### config.mk
export PLATFORM = sky130hd
export DESIGN_NAME = dgrad_queue
export DESIGN_NICKNAME = d
export VERILOG_FILES = /design/src/design/dgrad_pkg.sv /design/src/design/dgrad_queue.sv
export SDC_FILE = /design/constraint.sdc
export NUM_CORES = 1
export LEC_CHECK = 0
export ABC_AREA = 1
export BUFFER_PORTS_ARGS = -buffer_cell sky130_fd_sc_hd__buf_2
export CAP_MARGIN = 20
export CELL_PAD_IN_SITES_DETAIL_PLACEMENT = 1
export CELL_PAD_IN_SITES_GLOBAL_PLACEMENT = 1
export CORE_MARGIN = 2
export CORE_UTILIZATION = 48
export DETAILED_ROUTE_END_ITERATION = 8
export GPL_TIMING_DRIVEN = 0
export PLACE_DENSITY = 0.83
export SLEW_MARGIN = 20
export SYNTH_ARGS = -nofsm -noshare
export SYNTH_HDL_FRONTEND = slang
export SYNTH_SLANG_ARGS = --single-unit
### constraint.sdc
create_clock -name clk -period 4.9 [get_ports clk]
set_input_delay 0.98 -clock clk [delete_from_list [all_inputs] [get_ports clk]]
set_output_delay 0.98 -clock clk [all_outputs]
set_load 0.01 [all_outputs]
### src/design/dgrad_pkg.sv
// Shared types, constants and arithmetic helpers for the 2x2 difference gradient.
// Used by every module of the block but dgrad_ram; depends on nothing else.
`default_nettype none

package dgrad_pkg;

    localparam int MAX_WIDTH   = 2048;
    localparam int MAX_HEIGHT  = 2048;
    localparam int DIM_W       = 12;
    localparam int COL_W       = $clog2(MAX_WIDTH);
    localparam int ROW_W       = $clog2(MAX_HEIGHT);
    localparam int PIX_W       = 8;
    localparam int OUT_POS_W   = 11;
    localparam int MAG_W       = 8;
    localparam int IN_DATA_W   = 8;
    localparam int OUT_DATA_W  = 32;
    localparam int PAD_W       = OUT_DATA_W - 2 * OUT_POS_W - MAG_W;
    localparam int QUEUE_DEPTH = 4;
    localparam int QPTR_W      = $clog2(QUEUE_DEPTH);
    localparam int CFG_IDX_W   = 2;

    // Result slots of one pixel, in raster order of the pixels they tag.
    localparam int RES_UPPER_LEFT  = 0;
    localparam int RES_UPPER       = 1;
    localparam int RES_LEFT        = 2;
    localparam int RES_CURRENT     = 3;
    localparam int RES_N           = 4;

    typedef enum logic [CFG_IDX_W-1:0] {
        CFG_IMAGE_WIDTH   = 2'd0,
        CFG_IMAGE_HEIGHT  = 2'd1,
        CFG_GRADIENT_MODE = 2'd2
    } cfg_index_t;

    typedef enum logic {
        MODE_HV      = 1'b0,
        MODE_ROBERTS = 1'b1
    } gradient_mode_t;

    typedef struct packed {
        logic [PIX_W-1:0] pix;
        logic [PIX_W-1:0] up;
        logic [PIX_W-1:0] ul;
        logic [PIX_W-1:0] lf;
        logic [COL_W-1:0] col;
        logic [ROW_W-1:0] row;
        logic [RES_N-1:0] mask;
    } dgrad_task_t;

    function automatic logic [PIX_W-1:0] absdiff(input logic [PIX_W-1:0] a,
                                                 input logic [PIX_W-1:0] b);
        return (a > b) ? (a - b) : (b - a);
    endfunction

    function automatic logic [MAG_W-1:0] grad(input gradient_mode_t mode,
                                              input logic [PIX_W-1:0] centre,
                                              input logic [PIX_W-1:0] right,
                                              input logic [PIX_W-1:0] below,
                                              input logic [PIX_W-1:0] br);
        logic [PIX_W:0] sum;
        if (mode == MODE_ROBERTS)
            sum = {1'b0, absdiff(br, centre)} + {1'b0, absdiff(right, below)};
        else
            sum = {1'b0, absdiff(below, centre)} + {1'b0, absdiff(right, centre)};
        return sum[PIX_W] ? {MAG_W{1'b1}} : sum[MAG_W-1:0];
    endfunction

    // Index of the last column or row for a register value clamped to 1..max.
    function automatic logic [DIM_W-1:0] last_index(input logic [DIM_W-1:0] v,
                                                    input int max);
        if (v == '0)
            return '0;
        else if (int'(v) > max)
            return DIM_W'(max - 1);
        else
            return v - 1'b1;
    endfunction

endpackage

`default_nettype wire

### src/design/dgrad_queue.sv
// Short task queue between the front end and the result generator.
// Uses dgrad_pkg for the task type and depth.
`default_nettype none

module dgrad_queue (
    input  wire logic                  clk,
    input  wire logic                  rst_n,
    input  wire logic                  in_valid,
    output logic                       in_ready,
    input  wire dgrad_pkg::dgrad_task_t in_data,
    output logic                       out_valid,
    input  wire logic                  out_ready,
    output dgrad_pkg::dgrad_task_t     out_data
);

    dgrad_pkg::dgrad_task_t            slots [dgrad_pkg::QUEUE_DEPTH];
    logic [dgrad_pkg::QPTR_W-1:0]      wr_ptr_reg;
    logic [dgrad_pkg::QPTR_W-1:0]      rd_ptr_reg;
    logic [dgrad_pkg::QPTR_W:0]        count_reg;
    logic                              push;
    logic                              pop;

    assign in_ready  = count_reg != (dgrad_pkg::QPTR_W + 1)'(dgrad_pkg::QUEUE_DEPTH);
    assign out_valid = count_reg != '0;
    assign push      = in_valid && in_ready;
    assign pop       = out_valid && out_ready;
    assign out_data  = slots[rd_ptr_reg];

    always_ff @(posedge clk or negedge rst_n)
    begin
        if (!rst_n)
        begin
            wr_ptr_reg <= '0;
            rd_ptr_reg <= '0;
            count_reg  <= '0;
        end
        else
        begin
            if (push)
            begin
                wr_ptr_reg <= (wr_ptr_reg == dgrad_pkg::QPTR_W'(dgrad_pkg::QUEUE_DEPTH - 1))
                              ? '0 : wr_ptr_reg + 1'b1;
            end
            if (pop)
            begin
                rd_ptr_reg <= (rd_ptr_reg == dgrad_pkg::QPTR_W'(dgrad_pkg::QUEUE_DEPTH - 1))
                              ? '0 : rd_ptr_reg + 1'b1;
            end
            if (push && !pop)
            begin
                count_reg <= count_reg + 1'b1;
            end
            else if (pop && !push)
            begin
                count_reg <= count_reg - 1'b1;
            end
        end
    end

    always_ff @(posedge clk)
    begin
        if (push)
        begin
            slots[wr_ptr_reg] <= in_data;
        end
    end

endmodule

`default_nettype wire

==> results.cfg <==
[layout]
largest_reg_flops = 232
nNetsFinal = 964
most-common-layout-cells = edfxtp_1, nand2_1, buf_2, inv_1, o211ai_2
area_growth_pct = 20.0
drive_gt1_frac = 0.295
fillers = 2025
layout_commonest_cell = edfxtp_1

[sta]
fin_setup_tns_ps = 0
fmax_ghz = 0.347
rsz0062_at_grt = false
worstMarginPinSlew_ps = 803
fin_crit_sh = 0.588
worst_slew_margin_rel = 0.464
period_minus_slack_ps = 2880
fin_skew_ps = 13.6
slew_viol_final = 0
final-hold-violation-count = 0
setup_slack_ps = 2020
setup_viol = 0

[clock_network]
post-cts-setup-buffers = 0
cts-root-buf = clkbuf_16
cts.sinks = 239
ctsHoldBuffers = 0
cts_buffers = 25
cts_buffer_depth = 3
cts_resized = 0
cts-htree-levels = 1
cts_tree = done
clkSlewWorstSetupHoldPaths_ps = 60
clkLatencyLatePin_ps = 520

[placed_design]
dp_hpwl_mm = 16.3
gp_congestion = 0.709
numPortBuffers = 121
post-place-ws_ps = 2190

[critical_path]
slowest_stage = dfrtp_1
crit_top_cell = buf_6
crit_chain = buf_6 > inv_4 > buf_6 > buf_4 > o211ai_1 > nand2_1 > buf_2
crit_fanout = 10
path_class = reg2out
slowest_delay_ps = 400
crit_family = buffers and inverters
crit_arrival_ps = 1900
required_ps = 3920
crit_buf_inv = 5
cp-end-kind = primary output
worstSetupStartpointType = register

[routing]
drt-total-wl_mm = 24.6
wire_per_inst_um = 20.8
drt_iter0_markers = 321
drc_errors = 0
viasPerCell = 5.30
drtAntennaViolNets = 0
via_count = 6256
dr.pass1.iters = 4

[power]
leakage_nw = 4.87
power.ir.vdd_worst_mv = 0.400
power_density_mw_per_mm2 = 626

[grt]
grt_overflow_total = 0
grt_max_degree = 24
antenna_found_initial = 2
grt_pass1_vias = 6835
grt.total_usage = 0.223
grt_pass1_wl_mm = 37.5

[synth]
synth_cell_types = 21
yosysSeqAreaShare = 0.712
ys_seq_elements = 239
avgSynthCellArea_um2 = 13.6
ys_warn_count = 0
synth_area_mm2 = 0.0100
syn_inst = 736
syn_nets = 805

[die]
start_util = 0.493
coreArea_mm2 = 0.0204
rows = 52
fp.dieW_um = 149
dieArea_mm2 = 0.0221
pin_count = 122
fp.dieH_um = 149

[outcome]
outcome = finished clean

[hold_path]
hold_class = in2async

[run]
drv_cap = 0
[cell type report]
class,count,area [µm²],share of cell area
multi-input cells,328,2080,0.173
diodes,2,5.00,0.000416
plain buffers,39,353,0.0293
inverters,130,490,0.0408
repair buffers,132,878,0.0730
well taps,270,338,0.0281
clock buffers,32,652,0.0542
flip-flops and latches,239,7140,0.593
clock inverters,8,98.8,0.00821
[final timing paths]
path | startpoint | endpoint | slack (ps) | cells past startpoint
max | rd_ptr_reg[1] | out_data[25] | 2020 | 7
min | rst_n | count_reg[1] | 300 | 1
max reg2reg | count_reg[1] | slots[3][16] | 2620 | 5
min reg2reg | count_reg[2] | count_reg[2] | 540 | 2
max in group asynchronous | rst_n | wr_ptr_reg[1] | 4430 | 1
min in group clk | count_reg[2] | count_reg[2] | 540 | 2
[cells in the mapped netlist, drive strengths merged]
| cell | count | area, µm² |
|---|---|---|
| o211ai | 116 | 1170 |
| nand3 | 7 | 35.0 |
| fa | 1 | 20.0 |
| inv | 129 | 487 |
| xnor2 | 1 | 8.76 |
| nor2 | 6 | 22.5 |
| nand2 | 189 | 709 |
| ha | 6 | 75.1 |
| edfxtp | 232 | 6970 |
| o21ai | 1 | 5.00 |
| dfrtp | 7 | 175 |
| nand4 | 1 | 6.26 |
| clkinv | 1 | 3.75 |
| buf | 39 | 353 |
[per-layer routing]
metal,vias to the layer above,track usage,routed length (µm)
met5,-,0,0
met4,0,0.0519,422
met3,38,0.0337,1230
met2,163,0.410,12900
met1,3180,0.280,10000
li1,2875,-,-
[power breakdown]
group	leakage [nW]	internal, mW	switching (mW)
Combinational	2.30	1.10	1.84
Clock	0.363	1.04	0.740
Sequential	2.21	2.69	0.133
[per-stage QoR]
stage / cell area (µm²) / utilization / hold slack [ps] / total power [mW] / std cells
detailed placement: 11300 / 0.554 / 530 / 5.83 / 1138
global route: 12000 / 0.591 / 301 / 7.93 / 1178
CTS: 12000 / 0.591 / 296 / 7.62 / 1178
floorplan: 10000 / - / 463 / 4.63 / 736
finish: 12000 / 0.591 / 302 / 7.54 / 1180
global placement: 11000 / 0.539 / 479 / 5.59 / 1127
[kinds of logic (layout without fill, tap and decap cells)]
group | count (synthesis) | count (layout) | synth area share
AO/OA/AOI/OAI | 117 | 117 | 0.117
adder cells (fa/ha/maj) | 7 | 7 | 0.00948
XOR/XNOR | 1 | 1 | 0.000873
flip-flops | 239 | 239 | 0.712
buffers and inverters | 169 | 341 | 0.0841
other | 0 | 2 | 0
AND/OR/NAND/NOR | 203 | 203 | 0.0771
(Power assumes the default switching activity.)
