### config.mk
export PLATFORM = sky130hd
export DESIGN_NAME = dgrad_back
export DESIGN_NICKNAME = d
export VERILOG_FILES = /design/src/design/dgrad_pkg.sv /design/src/design/dgrad_back.sv
export SDC_FILE = /design/constraint.sdc
export NUM_CORES = 1
export LEC_CHECK = 0
export BUFFER_PORTS_ARGS = -buffer_cell sky130_fd_sc_hd__buf_2
export CAP_MARGIN = 0
export CORE_MARGIN = 2
export CORE_UTILIZATION = 42
export DETAILED_ROUTE_END_ITERATION = 10
export RECOVER_POWER = 100
export SLEW_MARGIN = 10
export SYNTH_ARGS = -nofsm -noshare
export SYNTH_HDL_FRONTEND = slang
export SYNTH_SLANG_ARGS = --single-unit
### constraint.sdc
create_clock -name clk -period 13.24 [get_ports clk]
set_input_delay 0 -clock clk [delete_from_list [all_inputs] [get_ports clk]]
set_output_delay 0 -clock clk [all_outputs]
set_load 0.01 [all_outputs]
### src/design/dgrad_pkg.sv
// Shared types, constants and arithmetic helpers for the 2x2 difference gradient.
// Used by every module of the block but dgrad_ram; depends on nothing else.
`default_nettype none

package dgrad_pkg;

    localparam int MAX_WIDTH   = 2048;
    localparam int MAX_HEIGHT  = 2048;
    localparam int DIM_W       = 12;
    localparam int COL_W       = $clog2(MAX_WIDTH);
    localparam int ROW_W       = $clog2(MAX_HEIGHT);
    localparam int PIX_W       = 8;
    localparam int OUT_POS_W   = 11;
    localparam int MAG_W       = 8;
    localparam int IN_DATA_W   = 8;
    localparam int OUT_DATA_W  = 32;
    localparam int PAD_W       = OUT_DATA_W - 2 * OUT_POS_W - MAG_W;
    localparam int QUEUE_DEPTH = 4;
    localparam int QPTR_W      = $clog2(QUEUE_DEPTH);
    localparam int CFG_IDX_W   = 2;

    // Result slots of one pixel, in raster order of the pixels they tag.
    localparam int RES_UPPER_LEFT  = 0;
    localparam int RES_UPPER       = 1;
    localparam int RES_LEFT        = 2;
    localparam int RES_CURRENT     = 3;
    localparam int RES_N           = 4;

    typedef enum logic [CFG_IDX_W-1:0] {
        CFG_IMAGE_WIDTH   = 2'd0,
        CFG_IMAGE_HEIGHT  = 2'd1,
        CFG_GRADIENT_MODE = 2'd2
    } cfg_index_t;

    typedef enum logic {
        MODE_HV      = 1'b0,
        MODE_ROBERTS = 1'b1
    } gradient_mode_t;

    typedef struct packed {
        logic [PIX_W-1:0] pix;
        logic [PIX_W-1:0] up;
        logic [PIX_W-1:0] ul;
        logic [PIX_W-1:0] lf;
        logic [COL_W-1:0] col;
        logic [ROW_W-1:0] row;
        logic [RES_N-1:0] mask;
    } dgrad_task_t;

    function automatic logic [PIX_W-1:0] absdiff(input logic [PIX_W-1:0] a,
                                                 input logic [PIX_W-1:0] b);
        return (a > b) ? (a - b) : (b - a);
    endfunction

    function automatic logic [MAG_W-1:0] grad(input gradient_mode_t mode,
                                              input logic [PIX_W-1:0] centre,
                                              input logic [PIX_W-1:0] right,
                                              input logic [PIX_W-1:0] below,
                                              input logic [PIX_W-1:0] br);
        logic [PIX_W:0] sum;
        if (mode == MODE_ROBERTS)
            sum = {1'b0, absdiff(br, centre)} + {1'b0, absdiff(right, below)};
        else
            sum = {1'b0, absdiff(below, centre)} + {1'b0, absdiff(right, centre)};
        return sum[PIX_W] ? {MAG_W{1'b1}} : sum[MAG_W-1:0];
    endfunction

    // Index of the last column or row for a register value clamped to 1..max.
    function automatic logic [DIM_W-1:0] last_index(input logic [DIM_W-1:0] v,
                                                    input int max);
        if (v == '0)
            return '0;
        else if (int'(v) > max)
            return DIM_W'(max - 1);
        else
            return v - 1'b1;
    endfunction

endpackage

`default_nettype wire

### src/design/dgrad_back.sv
// Back end: takes tasks from the queue and, while m_tready allows, issues results one per cycle
// through an output register. Uses dgrad_pkg for the task type and gradient function.
`default_nettype none

module dgrad_back (
    input  wire logic                             clk,
    input  wire logic                             rst_n,
    input  wire dgrad_pkg::gradient_mode_t        gradient_mode,
    input  wire logic                             task_valid,
    output logic                                  task_ready,
    input  wire dgrad_pkg::dgrad_task_t           task_data,
    output logic                                  m_tvalid,
    input  wire logic                             m_tready,
    output logic [dgrad_pkg::OUT_DATA_W-1:0]      m_tdata,
    output logic                                  m_tlast
);

    dgrad_pkg::dgrad_task_t                rec_reg;
    logic [dgrad_pkg::RES_N-1:0]           mask_reg;
    logic                                  out_valid_reg;
    logic [dgrad_pkg::OUT_POS_W-1:0]       out_row_reg;
    logic [dgrad_pkg::OUT_POS_W-1:0]       out_col_reg;
    logic [dgrad_pkg::MAG_W-1:0]           out_mag_reg;
    logic                                  out_last_reg;

    logic                                  can_emit;
    logic                                  fire;
    logic [dgrad_pkg::RES_N-1:0]           mask_after;
    logic                                  load;
    logic [1:0]                            sel;
    logic [dgrad_pkg::ROW_W-1:0]           res_row;
    logic [dgrad_pkg::COL_W-1:0]           res_col;
    logic [dgrad_pkg::MAG_W-1:0]           res_mag;
    logic                                  res_last;

    assign can_emit   = !out_valid_reg || m_tready;
    assign fire       = can_emit && (mask_reg != '0);
    assign mask_after = fire ? (mask_reg & (mask_reg - 1'b1)) : mask_reg;
    // A new task is taken in the same cycle as the last result of the current one.
    assign load       = mask_after == '0;
    assign task_ready = load;

    always_comb
    begin
        if (mask_reg[dgrad_pkg::RES_UPPER_LEFT])
            sel = 2'(dgrad_pkg::RES_UPPER_LEFT);
        else if (mask_reg[dgrad_pkg::RES_UPPER])
            sel = 2'(dgrad_pkg::RES_UPPER);
        else if (mask_reg[dgrad_pkg::RES_LEFT])
            sel = 2'(dgrad_pkg::RES_LEFT);
        else
            sel = 2'(dgrad_pkg::RES_CURRENT);
    end

    always_comb
    begin
        unique case (sel)
            2'(dgrad_pkg::RES_UPPER_LEFT):
            begin
                res_row  = rec_reg.row - 1'b1;
                res_col  = rec_reg.col - 1'b1;
                res_mag  = dgrad_pkg::grad(gradient_mode, rec_reg.ul, rec_reg.up,
                                           rec_reg.lf, rec_reg.pix);
                res_last = 1'b0;
            end
            2'(dgrad_pkg::RES_UPPER):
            begin
                res_row  = rec_reg.row - 1'b1;
                res_col  = rec_reg.col;
                res_mag  = dgrad_pkg::grad(gradient_mode, rec_reg.up, rec_reg.up,
                                           rec_reg.pix, rec_reg.pix);
                res_last = 1'b0;
            end
            2'(dgrad_pkg::RES_LEFT):
            begin
                res_row  = rec_reg.row;
                res_col  = rec_reg.col - 1'b1;
                res_mag  = dgrad_pkg::grad(gradient_mode, rec_reg.lf, rec_reg.pix,
                                           rec_reg.lf, rec_reg.pix);
                res_last = 1'b0;
            end
            default:
            begin
                res_row  = rec_reg.row;
                res_col  = rec_reg.col;
                res_mag  = dgrad_pkg::grad(gradient_mode, rec_reg.pix, rec_reg.pix,
                                           rec_reg.pix, rec_reg.pix);
                res_last = 1'b1;
            end
        endcase
    end

    always_ff @(posedge clk or negedge rst_n)
    begin
        if (!rst_n)
        begin
            mask_reg      <= '0;
            out_valid_reg <= 1'b0;
        end
        else
        begin
            if (fire)
            begin
                out_valid_reg <= 1'b1;
            end
            else if (m_tready)
            begin
                out_valid_reg <= 1'b0;
            end
            if (load)
            begin
                mask_reg <= task_valid ? task_data.mask : '0;
            end
            else
            begin
                mask_reg <= mask_after;
            end
        end
    end

    always_ff @(posedge clk)
    begin
        if (load && task_valid)
        begin
            rec_reg <= task_data;
        end
        if (fire)
        begin
            out_row_reg  <= dgrad_pkg::OUT_POS_W'(res_row);
            out_col_reg  <= dgrad_pkg::OUT_POS_W'(res_col);
            out_mag_reg  <= res_mag;
            out_last_reg <= res_last;
        end
    end

    assign m_tvalid = out_valid_reg;
    assign m_tdata  = {{dgrad_pkg::PAD_W{1'b0}}, out_mag_reg, out_col_reg, out_row_reg};
    assign m_tlast  = out_last_reg;

`ifndef SYNTHESIS
    a_fire_shows_result: assert property (@(posedge clk) disable iff (!rst_n)
        fire |=> m_tvalid)
        else $error("issued result did not appear on the output");
`endif

endmodule

`default_nettype wire

==> flow_metrics.env <==
export IMPL_cp_slowest_cell="nor2_1"
export IMPL_cts_tree="built"
export IMPL_core_area_um2=19460
export IMPL_setup_ws_ps=7835
export IMPL_grt_max_degree=59
export IMPL_path_buf_inv=1
export IMPL_slew_headroom_pct=-109.3
export IMPL_synth_area_um2=8347
export IMPL_syn_avg_cell_area_um2=10.03
export IMPL_arrival_ps=5500
export IMPL_syn_to_final_growth_pct=18.69
export IMPL_insertion_delay_ps=360
export IMPL_grt_pass1_vias=6247
export IMPL_clk_path_buf_depth=2
export IMPL_die_area_um2=21020
export IMPL_cp_common_cell="a211oi_1"
export IMPL_hp_class="in2reg"
export IMPL_cp_start_kind="register"
export IMPL_fin_worst_skew_ps=9.217
export IMPL_ys_seq_area_share_pct=32.08
export IMPL_drt_pass1_iterations=6
export IMPL_post_drt_via_cell_ratio=5.337
export IMPL_period_needed_ps=5405
export IMPL_post_cts_buffers=0
export IMPL_rsz0062_at_grt="false"
export IMPL_cts_max_level=3
export IMPL_hpwlAfterDp_mm=17.01
export IMPL_cts_made_buffers=9
export IMPL_worstPathRequired_ps=13340
export IMPL_io_pins=98
export IMPL_layout_nets=1171
export IMPL_violations="capacitance limit, slew limit"
export IMPL_wl_per_cell_um=17.59
export IMPL_critical_path_class="reg2reg"
export IMPL_critPathTopFamily="compound AO/OA/AOI/OAI gates"
export IMPL_root_buffer="clkbuf_16"
export IMPL_cp_slowest_stage_delay_ps=700
export IMPL_synth_edf_count=85
export IMPL_drtIter0Drc=599
export IMPL_setup_viol=0
export IMPL_start_util_pct=42.89
export IMPL_num_antenna_cells=0
export IMPL_grt_first_pass_wirelength_mm=34.40
export IMPL_tightest_slew_ps=3139
export IMPL_synth_cell_type_count=67
export IMPL_track_usage_pct=20.88
export IMPL_row_count=51
export IMPL_synthCells=832
export IMPL_fin_util_pct=50.90
export IMPL_worstPathCellList="inv_1 -> fa_1 -> a211oi_1 -> o21ai_0 -> a31oi_1 -> nor2_1 -> mux2i_1 -> a21bo_1 -> a221oi_1 -> xnor2_1 -> ha_1 -> or2_0 -> a211oi_1 -> a21oi_1 -> o311a_1 -> a211o_1 -> a222oi_1 -> o31ai_1"
export IMPL_hold_viol=0
export IMPL_drv_cap=2
export IMPL_report_final_slew_viol_count=91
export IMPL_route_antenna_remaining_nets=0
export IMPL_ys_flop_type="edfxtp_1"
export IMPL_clk_pin_slew_ps=80
export IMPL_timing_fmax_mhz=185.0
export IMPL_port_buffers=95
export IMPL_gp_congestion=0.9743
export IMPL_status="finished with violations"
export IMPL_tns_ps=0
export IMPL_period_share_pct=40.82
export IMPL_yosys_register_bits=90
export IMPL_die_h_um=145.0
export IMPL_routed_wl_mm=21.93
export IMPL_antenna_found_initial=0
export IMPL_synth_warnings=0
export IMPL_async_flop_share_pct=5.556
export IMPL_largest_reg_flops=54
export IMPL_worstPathMaxFanout=10
export IMPL_drive_above_1_share_pct=10.39
export IMPL_clock_sinks=90
export IMPL_vias=6655
export IMPL_dp_worst_setup_slack_ps=8031
export IMPL_drc=0
export IMPL_endpoint_kind="register"
export IMPL_die_w_um=145.0
export IMPL_gr_total_overflow=0
export IMPL_n_fill_cell=1799
cells by family after synthesis:
kind of cell	Yosys count	share of synthesized area [%]
AOI/OAI and AO/OA	234	18.12
xor gates and xnor gates	72	7.645
adders and majority gates	132	21.11
buffers and inverters	93	4.512
DFF	90	32.08
muxes	57	7.165
other	1	0.04493
and+or+nand+nor	153	9.324
synth_stat cells (all sizes together), types with 4 or more instances:
cell type / instances / area share (%)
nand4: 11 / 0.82
inv: 69 / 3.1
a211o: 5 / 0.52
nand3: 4 / 0.24
o21bai: 11 / 0.99
buf: 10 / 0.78
and2: 6 / 0.48
nor2: 42 / 2.0
a21oi: 66 / 4.0
fa: 15 / 3.6
mux2i: 35 / 4.2
mux2: 22 / 3.0
ha: 116 / 17
o21ai: 60 / 3.6
xor2: 19 / 2.0
clkbuf: 14 / 0.63
a221oi: 4 / 0.42
a21o: 32 / 2.9
o22ai: 5 / 0.52
or3: 8 / 0.60
nor2b: 14 / 1.0
a211oi: 15 / 1.3
xnor2: 53 / 5.7
and3: 5 / 0.43
o211ai: 5 / 0.45
edfxtp: 85 / 31
dfrtp: 5 / 1.5
o31ai: 6 / 0.54
nand2: 33 / 1.5
nand2b: 9 / 0.67
nor3: 10 / 0.60
layout by cell type (no fill, tap or decap), drive strengths merged, types with 35 or more instances in the layout:
| cell | Yosys | final |
|---|---|---|
| dlygate4sd3 | 0 | 60 |
| edfxtp | 85 | 85 |
| o21ai | 60 | 60 |
| nor2 | 42 | 42 |
| inv | 69 | 72 |
| mux2i | 35 | 35 |
| xnor2 | 53 | 53 |
| a21oi | 66 | 66 |
| ha | 116 | 116 |
| buf | 10 | 58 |
| clkbuf | 14 | 48 |
cell type report:
cell class | count | area [um^2] | share of cell area (%)
inverter | 69 | 259.0 | 2.614
timing repair buffer | 157 | 1037 | 10.47
sequential | 90 | 2678 | 27.03
tap | 265 | 331.6 | 3.347
clock inverter | 7 | 83.83 | 0.8462
clock buffer | 9 | 225.2 | 2.273
multi-input combinational | 650 | 5293 | 53.42
routing by layer:
| layer | track usage, % | wire (um) | share of wire (%) |
|---|---|---|---|
| met1 | 29.57 | 10230 | 47 |
| met2 | 32.02 | 9587 | 44 |
| met3 | 4.151 | 1567 | 7.1 |
| met4 | 6.832 | 546 | 2.5 |
| met5 | 0 | 0 | 0 |
path summary, 6_finish.rpt:
kind | startpoint | end | slack (ps) | cells past startpoint
max | rec_reg[35] | out_mag_reg[0] | 7830 | 18
min | m_tready | m_tvalid | 40 | 4
max reg2reg | rec_reg[35] | out_mag_reg[0] | 7830 | 18
min reg2reg | mask_reg[3] | m_tvalid | 570 | 2
max in group asynchronous | rst_n | mask_reg[1] | 12470 | 3
min in group asynchronous | rst_n | m_tvalid | 580 | 3
metrics by stage:
step | area [um^2] | hold slack [ps] | cells
after floorplan | 8351 | -295.6 | 833
after global placement | 9059 | -181.4 | 1171
after detailed placement | 9059 | -175.1 | 1171
after CTS | 9968 | 20.29 | 1247
after global routing | 9907 | 47.59 | 1247
final | 9907 | 36.03 | 1247
worst register-to-register path, cell delays in order, from the launching register on:
cell and delay [ps]:
edfxtp_1 540, inv_1 320, fa_1 310, a211oi_1 120
o21ai_0 210, a31oi_1 110, nor2_1 700, mux2i_1 300
a21bo_1 220, a221oi_1 290, xnor2_1 250, ha_1 330
or2_0 230, a211oi_1 250, a21oi_1 90, o311a_1 180
a211o_1 300, a222oi_1 280, o31ai_1 120
repair_timing:
item / in CTS / in global routing
hold buffers: 60 / 0
resized for setup: 0 / 0
hold endpoints to repair: 63 / 0
Power is left out: the tool's default activity adds up to more than one toggle a clock period on the data nets, which glitch-free logic cannot reach.
